`src/hw/rtl/window_power_range_query_macros.svh`:
```
// assertion macros shared by the range query block
`ifndef WINDOW_POWER_RANGE_QUERY_MACROS_SVH
`define WINDOW_POWER_RANGE_QUERY_MACROS_SVH

// same-cycle implication, disabled while reset is applied
`define WPRQ_ASSERT_IMP(lbl, ante, cons) \
	lbl: assert property (@(posedge clk) disable iff (!arst_n) (ante) |-> (cons)) \
		else $error("wprq same-cycle check failed");

// next-cycle implication, disabled while reset is applied
`define WPRQ_ASSERT_NEXT(lbl, ante, cons) \
	lbl: assert property (@(posedge clk) disable iff (!arst_n) (ante) |=> (cons)) \
		else $error("wprq next-cycle check failed");

`endif

```
`src/hw/rtl/wprq_pkg.sv`:
```
// shared types and constants of the range query block
package wprq_pkg;

	// field widths of the stream words
	localparam int IDX_W     = 10;
	localparam int VAL_W     = 7;
	localparam int POWER_W   = 27;
	localparam int SUM_W     = 28;
	localparam int S_DATA_W  = 40;
	localparam int M_DATA_W  = 32;

	// item kinds carried in s_tuser
	localparam logic KIND_LOAD  = 1'b0;
	localparam logic KIND_QUERY = 1'b1;

	// request from the sequencer to the histogram unit
	typedef struct packed {
		logic go;
		logic leave;
	} hist_req_t;

endpackage

```
`src/hw/rtl/wprq_hist_unit.sv`:
```
// histogram memory with shared multiply-accumulate for the running sum
module wprq_hist_unit
	import wprq_pkg::*;
#(
	parameter int VALUE_RANGE = 128,
	parameter int ARRAY_DEPTH = 1024,
	parameter int VW          = 7
) (
	input  logic             clk,
	input  logic             arst_n,
	input  logic             clear,
	input  hist_req_t        req,
	input  logic [VW-1:0]    value,
	output logic [SUM_W-1:0] sum
);

	localparam int CW = $clog2(ARRAY_DEPTH + 1);
	localparam int PW = CW + 1 + VW;

	logic [CW-1:0]          mem [VALUE_RANGE];
	logic [VALUE_RANGE-1:0] vld_q;
	logic                   go_s1;
	logic                   leave_s1;
	logic [VW-1:0]          v_s1;
	logic [CW-1:0]          cnt_s1;
	logic                   hit_s1;
	logic [SUM_W-1:0]       sum_q;

	logic [CW-1:0]   cnt;
	logic [CW-1:0]   cnt_new;
	logic [CW:0]     mult_op;
	logic [PW-1:0]   prod;
	logic            skip;

	// stage 1: read the count of this value
	always_ff @(posedge clk) begin
		if (req.go) begin
			cnt_s1   <= mem[value];
			hit_s1   <= vld_q[value];
			v_s1     <= value;
			leave_s1 <= req.leave;
		end
	end

	always_ff @(posedge clk or negedge arst_n) begin
		if (!arst_n) begin
			go_s1 <= 1'b0;
		end else begin
			go_s1 <= req.go;
		end
	end

	// stage 2: count change and sum delta, (2c+1)*v on entry, (2c-1)*v on exit
	always_comb begin
		cnt     = hit_s1 ? cnt_s1 : '0;
		skip    = leave_s1 && (cnt == '0);
		mult_op = leave_s1 ? {cnt - CW'(1), 1'b1} : {cnt, 1'b1};
		cnt_new = leave_s1 ? (cnt - CW'(1)) : (cnt + CW'(1));
		prod    = PW'(mult_op) * PW'(v_s1);
	end

	// count write-back
	always_ff @(posedge clk) begin
		if (go_s1 && !skip) begin
			mem[v_s1] <= cnt_new;
		end
	end

	// valid bits and running sum
	always_ff @(posedge clk or negedge arst_n) begin
		if (!arst_n) begin
			vld_q <= '0;
			sum_q <= '0;
		end else if (clear) begin
			vld_q <= '0;
			sum_q <= '0;
		end else if (go_s1 && !skip) begin
			vld_q[v_s1] <= 1'b1;
			if (leave_s1) begin
				sum_q <= sum_q - SUM_W'(prod);
			end else begin
				sum_q <= sum_q + SUM_W'(prod);
			end
		end
	end

	assign sum = sum_q;

endmodule

```
`config.mk`:
```
export PLATFORM = sky130hd
export DESIGN_NAME = wprq_hist_unit
export DESIGN_NICKNAME = d
export VERILOG_FILES = /design/src/hw/rtl/window_power_range_query_macros.svh /design/src/hw/rtl/wprq_pkg.sv /design/src/hw/rtl/wprq_hist_unit.sv
export SDC_FILE = /design/constraint.sdc
export NUM_CORES = 2
export LEC_CHECK = 0
export BUFFER_PORTS_ARGS = -buffer_cell sky130_fd_sc_hd__buf_2
export CAP_MARGIN = 20
export CELL_PAD_IN_SITES_DETAIL_PLACEMENT = 0
export CELL_PAD_IN_SITES_GLOBAL_PLACEMENT = 1
export CORE_MARGIN = 4
export CORE_UTILIZATION = 26
export DETAILED_ROUTE_END_ITERATION = 6
export GPL_TIMING_DRIVEN = 0
export HOLD_SLACK_MARGIN = 0.08
export PLACE_DENSITY_LB_ADDON = 0.1
export SETUP_SLACK_MARGIN = 0.2
export SLEW_MARGIN = 0
export SYNTH_ARGS = -nofsm -noshare
export SYNTH_HDL_FRONTEND = slang
export SYNTH_SLANG_ARGS = --single-unit
```
`constraint.sdc`:
```
create_clock -name clk -period 10.3 [get_ports clk]
set_input_delay 1.545 -clock clk [delete_from_list [all_inputs] [get_ports clk]]
set_output_delay 1.545 -clock clk [all_outputs]
set_load 0.01 [all_outputs]
```
# ---- Word-level counts from Yosys, hierarchy flattened
# Memories as Yosys holds them, arrays and structs flattened. A register that Yosys moved wholly into a read port is not among the register bits.
# Index checks and enable logic that the tools add are counted.
dict set report totals {
  reg_bits 166
  elab_cells 36
  ramBits 1408
  memories 1
  out_inout_bits 28
}
# name words word_bits rd rd_clocked_by_memory_dff wr line
set memory_table {}
lappend memory_table {mem 128 11 1 1 1 wprq_hist_unit.sv:20} ;# logic [CW-1:0] mem [VALUE_RANGE];
dict set report op_classes {
  reduce_logical 6
  mul 1
  n_mux 14
  bitwise 1
  magnitude_cmp 3
  addsub 4
}
# op count
set op_table {}
lappend op_table {{$mux 128} 2}
lappend op_table {{$or 128x128->128} 1}
lappend op_table {{$mux 28} 3}
lappend op_table {{$add 28x19->28} 1}
lappend op_table {{$sub 28x19->28} 1}
lappend op_table {{$mux 11} 2}
lappend op_table {{$mul 12x7->19} 1}
lappend op_table {{$lt 7x8->1 const B} 2}
lappend op_table {{$mux 12} 1}
lappend op_table {{$add 11x1->11 const B} 1}
lappend op_table {{$logic_not 11->1} 1}
lappend op_table {{$sub 11x1->11 const B} 1}
lappend op_table {{$bmux 1 s7} 1}
lappend op_table {{$demux 1 s7} 1}
lappend op_table {{$ge 7x1->1 const B} 1}
lappend op_table {{$mux 1} 4}
lappend op_table {{$logic_and 1x1->1} 3}
lappend op_table {{$reduce_bool 2->1} 1}
lappend op_table {{$logic_not 1->1} 1}

# ---- Depth between registers and ports, before layout
dict set report depth {
  ltp_word 8
  depth_mapped 38
  depth_no_buf 35
}

# ---- Worst setup path after synthesis
# Ideal clock, no wire load.
dict set report synth_timing {
  path_kind {register -> register}
  from {register cnt_s1[2], read port of mem}
  to {register sum_q[27] (netlist: sum[27])}
  setup_slack_ns 1.955
  path_buffers 2
  stages_incl_launch_ff 36
  arrival_time_ns 8.267
  setup_time_ns 0.078
  cell_sequence {edfxtp_1 -> clkbuf_1 -> or3_1 -> o21ai_1 -> and2_1 -> buf_1 -> nand3b_1 -> a31oi_1 -> nor2_1 -> fa_1 -> fa_1 -> fa_1 -> inv_1 -> fa_1 -> inv_1 -> ha_1 -> inv_1 -> nor4_4 -> a21oi_1 -> xnor2_2 -> o31ai_1 -> nand2b_1 -> nor3_1 -> nor3b_1 -> a31oi_2 -> xor2_1 -> ha_1 -> a21o_1 -> a21o_1 -> a21o_1 -> or3_1 -> o21ai_0 -> o31ai_1 -> xor2_1 -> or3_1 -> a21oi_1}
}
dict set report synth_between {
  elab_chain_len 8
}
# element line
set synth_lines {}
lappend synth_lines {{start: declaration} wprq_hist_unit.sv:25} ;# logic [CW-1:0] cnt_s1;
lappend synth_lines {{$mux 11 *} wprq_hist_unit.sv:55} ;# cnt = hit_s1 ? cnt_s1 : '0;
lappend synth_lines {{$sub 11x1->11} wprq_hist_unit.sv:57} ;# mult_op = leave_s1 ? {cnt - CW'(1), 1'b1} : {cnt, 1'b1};
lappend synth_lines {{$mux 12} wprq_hist_unit.sv:57}
lappend synth_lines {{$mul 12x7->19} wprq_hist_unit.sv:59} ;# prod = PW'(mult_op) * PW'(v_s1);
lappend synth_lines {{$add 28x19->28 or $sub 28x19->28 (tied branches)} {wprq_hist_unit.sv:82, wprq_hist_unit.sv:80}}
lappend synth_lines {{$mux 28} wprq_hist_unit.sv:79} ;# if (leave_s1) begin
lappend synth_lines {{$mux 28} wprq_hist_unit.sv:77} ;# end else if (go_s1 && !skip) begin
lappend synth_lines {{$mux 28} wprq_hist_unit.sv:74} ;# end else if (clear) begin
lappend synth_lines {{end signal: assignment} wprq_hist_unit.sv:80} ;# sum_q <= sum_q - SUM_W'(prod);
lappend synth_lines {{end signal: assignment} wprq_hist_unit.sv:82} ;# sum_q <= sum_q + SUM_W'(prod);
lappend synth_lines {{end: declaration} wprq_hist_unit.sv:27} ;# logic [SUM_W-1:0] sum_q;
# Every way passes the cells marked *; elsewhere a longest branch is shown, timed or not. The select of a mux whose other input is x is not followed.
# A chain may end at the register's enable or synchronous reset.

# ---- Worst setup path in the final report
dict set report layout_timing {
  from {register cnt_s1[2], read port of mem}
  to {register sum_q[25] (netlist: sum[25])}
}
# Same word-level chain as after synthesis.

==> results summary <==
Counting every sink on the clock net gives 1585. The post-place instance area came out at 73100 um^2. The largest fanout on the critical path came out at 10.

The final-stage net count is 3829. The worst setup path is of the flop to flop kind. Setup repair after global routing left no endpoint under its margin.

The highest achievable clock rate came out at about 110 MHz. The post-synthesis cell type count came out at just under 80. TritonCTS built the clock tree.

The source-to-sink clock delay at the later pin of the worst-skew pair is 850 ps. The total overflow reported by the global router is 0. The worst hold margin is 484.1 ps. In this run the most critical hold path is launched from vld_q[22]. The number of H-tree levels is 4. In this run the deepest clock path goes through 3 buffers. The capturing element type of the critical path is a flop. The number of placed I/O pins is 40. For the pin with the worst max-slew slack, the measured transition is 1181 ps.

For this run, the slowest stage of the critical path takes 510 ps. The tree is rooted in a sky130_fd_sc_hd__clkbuf_16. The overall routed net length is 206.7 mm.

In the final layout, the share of cells above drive strength 1 is 0.2965. The first global-routing pass estimated 291.2 mm of wire. The arrival time of data at the critical path endpoint is 10030 ps.

The number of enable-type register cells in the synthesized netlist came out at 1428. The average wire per standard cell is 28.68 um. The effective utilization at floorplan came out at 0.2617. The share of synthesized area occupied by flip-flops and latches is 0.7101.

The run finished with clean final reports. The count of endpoints failing hold in the final timing report is 0. The number of storage elements in the synthesis netlist came out at 1585.

sky130_fd_sc_hd__edfxtp_1 takes more of the synthesized area than any other cell. The mapped cell area came out at between 60000 and 70000 um^2. For this run, the leading register cell type out of synthesis is sky130_fd_sc_hd__edfxtp_1. The first-pass detailed-route iteration total came out at 5. The floorplan die height came out at just over 500 um. When the netlist entered floorplanning its net count stood at 3411. The per-instance average area after synthesis is roughly 20 um^2. The clock transition at the register clock pins on the worst setup and hold paths after CTS came out at 60 ps. After routing the design area is 79030 um^2. The initial antenna violation count is 10. The number of buffers and inverters on the critical path came out at 4. The max-cap check violation count is 0. The remaining number of nets flagged by the antenna check after routing is 0. The yosys synthesis warning count is 0. The share of the cycle needed by the critical path after routing came out at 0.9075. The via-per-instance ratio is 4.622.

The ratio of total power to cell area came out at 213.4 nW/um^2. The total area of multi-input combinational cells came out at 18340 um^2. The portion of synthesized cell area occupied by the leading cell type came out at 0.6505. The die is 511.5 um wide.

In this run the core area contains 184 standard-cell rows. Among all stages on the critical path, the largest delay is contributed by sky130_fd_sc_hd__fa_1. The core box area came out at 251900 um^2. The number of standard cells in the layout, taps in and fillers out is 7208. In this run the critical register-to-register path is captured at sum[25]. The number of pins exceeding their max-slew limit in the final report was 0. The routed design could run at a clock period as short as about 9300 ps.

The critical path starts at cnt_s1[2]. Detailed placement ended at an HPWL of 152.3 mm. The routed layout has approximately 33000 vias. On the critical path the largest part of the delay comes from simple AND/OR/NAND/NOR gates. The fraction of registers with async set/reset is 0.09905. After routing, the total negative slack on setup checks comes to 0 ps.

The placer's final routability congestion estimate came out at 0.7509. The die footprint came out at 261600 um^2. After synthesis, the cell types taking the most area are sky130_fd_sc_hd__edfxtp_1 65%, sky130_fd_sc_hd__mux4_2 17%, sky130_fd_sc_hd__dfrtp_1 6.0%. The worst hold path terminates at vld_q[22].

The peak supply drop came out at 0.1740 mV. Registers take 46810 um^2. The worst pin sits at a relative slew slack of 0.2127. The number of global-route vias before repair came out at 35210. The depth of the worst hold-timing path came out at 1. The quantity of I/O buffers inserted on ports came out at 38. The worst setup slack for register-to-register paths is 950 ps.

The data required time of the worst path is 10990 ps. In this run the critical register-to-register path is launched from cnt_s1[2]. Relative to the synthesized area, the layout overhead comes to 19.89%. The first-iteration detailed-routing DRC count is 2571. Measured in cells, the most critical reg-to-reg path has a length of 34. The clock buffer count from CTS came out at between 150 and 200. The worst hold path class is flop to flop. Fill cells in the final layout number roughly 24000. The total routing resource utilization after global routing is 0.1572. The number of cells after detailed placement came out at 6859. The total design power is ~0.017 W. By instance count, the cell type seen most on the critical path is sky130_fd_sc_hd__fa_1. The leakage power is 26.26 nW. The number of instances in the synthesized netlist came out at 3282. In the routed design, unresolved DRC markers number 0.

Setup violations remaining at the end of the flow were counted as 0. STA classifies the critical path startpoint as a flop. The maximum number of pins on one net before global-route repair came out at 90. The post-route clock skew is 57.88 ps.
## cells in the final DEF, fill, tap and decap left out, types with 24 or more instances in the layout
| cell type | count |
|---|---|
| sky130_fd_sc_hd__nand2_1 | 91 |
| sky130_fd_sc_hd__o21ai_0 | 29 |
| sky130_fd_sc_hd__buf_8 | 56 |
| sky130_fd_sc_hd__clkinv_2 | 28 |
| sky130_fd_sc_hd__nor2_2 | 37 |
| sky130_fd_sc_hd__mux4_2 | 504 |
| sky130_fd_sc_hd__nand3_1 | 24 |
| sky130_fd_sc_hd__buf_2 | 75 |
| sky130_fd_sc_hd__clkbuf_16 | 182 |
| sky130_fd_sc_hd__and2_1 | 42 |
| sky130_fd_sc_hd__clkbuf_1 | 151 |
| sky130_fd_sc_hd__buf_6 | 30 |
| sky130_fd_sc_hd__ha_1 | 67 |
| sky130_fd_sc_hd__a21oi_1 | 71 |
| sky130_fd_sc_hd__dfrtp_1 | 157 |
| sky130_fd_sc_hd__clkinv_1 | 33 |
| sky130_fd_sc_hd__edfxtp_1 | 1428 |
| sky130_fd_sc_hd__buf_4 | 74 |
| sky130_fd_sc_hd__fa_1 | 50 |
| sky130_fd_sc_hd__inv_1 | 78 |
| sky130_fd_sc_hd__buf_12 | 26 |
| sky130_fd_sc_hd__nor2_1 | 160 |
| sky130_fd_sc_hd__xnor2_1 | 30 |
| sky130_fd_sc_hd__o21a_1 | 134 |
## state kept, by name (all words and copies together) (netlist names)
register and cells:
mem 1408, vld_q 128, sum 28, cnt_s1 11, v_s1 7, go_s1 1, hit_s1 1, leave_s1 1
## worst max path at each step
stage,endpoint,slack (ps),cells after the start
2_1_floorplan,sum[27],1950,35
3_3_place_gp,mem[76][10],-5260,9
3_5_place_dp,sum[25],370,33
4_1_cts,sum[27],330,33
5_1_grt,sum[25],210,34
6_report,sum[25],950,34
## through the flow
stage | worst slack (ps) | utilization
2_1_floorplan | 1955 | -
3_3_place_gp | -5265 | 0.2791
3_5_place_dp | 365.3 | 0.2902
4_1_cts | 331.4 | 0.3132
5_1_grt | 206.0 | 0.3137
6_report | 953.2 | 0.3138
## power breakdown
group	internal [W]	total (W)	leakage, nW	switching, W
sequential	0.00721	0.00726	15.1	0.0000484
combinational	0.00127	0.00329	8.37	0.00201
clock	0.00362	0.00632	2.81	0.00271
total	0.0121	0.0169	26.3	0.00477
## worst register-to-register path, delay by kind of cell (launching register included)
| kind | cells | cell delay, ps |
|---|---|---|
| AOI/OAI and AO/OA | 11 | 2250 |
| xor gates and xnor gates | 2 | 470 |
| adders and majority gates | 6 | 2670 |
| buffers and inverters | 4 | 410 |
| DFF | 1 | 350 |
| muxes | 1 | 220 |
| and+or+nand+nor | 10 | 2870 |
## cells in the mapped netlist (4+ instances only)
cell type,number
sky130_fd_sc_hd__a21o_1,16
sky130_fd_sc_hd__a21oi_1,75
sky130_fd_sc_hd__a31oi_1,9
sky130_fd_sc_hd__and2_1,42
sky130_fd_sc_hd__and3_1,6
sky130_fd_sc_hd__buf_1,15
sky130_fd_sc_hd__buf_2,38
sky130_fd_sc_hd__clkbuf_1,108
sky130_fd_sc_hd__dfrtp_1,157
sky130_fd_sc_hd__edfxtp_1,1428
sky130_fd_sc_hd__fa_1,50
sky130_fd_sc_hd__ha_1,67
sky130_fd_sc_hd__inv_1,78
sky130_fd_sc_hd__mux2_2,14
sky130_fd_sc_hd__mux4_2,504
sky130_fd_sc_hd__nand2_1,92
sky130_fd_sc_hd__nand2b_1,10
sky130_fd_sc_hd__nand3_1,24
sky130_fd_sc_hd__nand3b_1,5
sky130_fd_sc_hd__nand4_1,7
sky130_fd_sc_hd__nor2_1,197
sky130_fd_sc_hd__nor2b_1,4
sky130_fd_sc_hd__nor3_1,23
sky130_fd_sc_hd__nor3b_1,4
sky130_fd_sc_hd__o2111ai_1,5
sky130_fd_sc_hd__o211ai_1,4
sky130_fd_sc_hd__o21a_1,136
sky130_fd_sc_hd__o21ai_0,32
sky130_fd_sc_hd__o22ai_1,4
sky130_fd_sc_hd__o31ai_1,6
sky130_fd_sc_hd__or2_2,5
sky130_fd_sc_hd__or3_1,6
sky130_fd_sc_hd__xnor2_1,31
sky130_fd_sc_hd__xor2_1,15
## routing by layer
metal / GRT usage / up-vias / part of all wire
li1: - / 14250 / -
met1: 0.2241 / 18180 / 0.47
met2: 0.2526 / 649 / 0.47
met3: 0.02751 / 232 / 0.041
met4: 0.03228 / 0 / 0.018
met5: 0 / - / 0
## logic make-up after synthesis
group	Yosys count	share of synthesized area
muxes	519	0.1747
and+or+nand+nor	443	0.03159
adders and majority gates	117	0.02790
AOI/OAI and AO/OA	321	0.03354
xor gates and xnor gates	48	0.006777
buffers and inverters	249	0.01530
DFF	1585	0.7101
## final cells by class
class	instances	area share
sequential	1585	0.5923
multi-input combinational	1448	0.2321
clock buffer	245	0.06189
tap	3348	0.05301
timing repair buffer	235	0.03602
clock inverter	89	0.01145
buffer	167	0.009040
inverter	82	0.003895
antenna	9	0.0002850
## repair_timing
item | in CTS | in global routing
buffers inserted | 0 | 2
gates resized for setup | 0 | 12
hold buffers | 0 | 0
endpoints found under the setup margin | 0 | 3
Note: power is estimated with default switching activity, not from simulation.
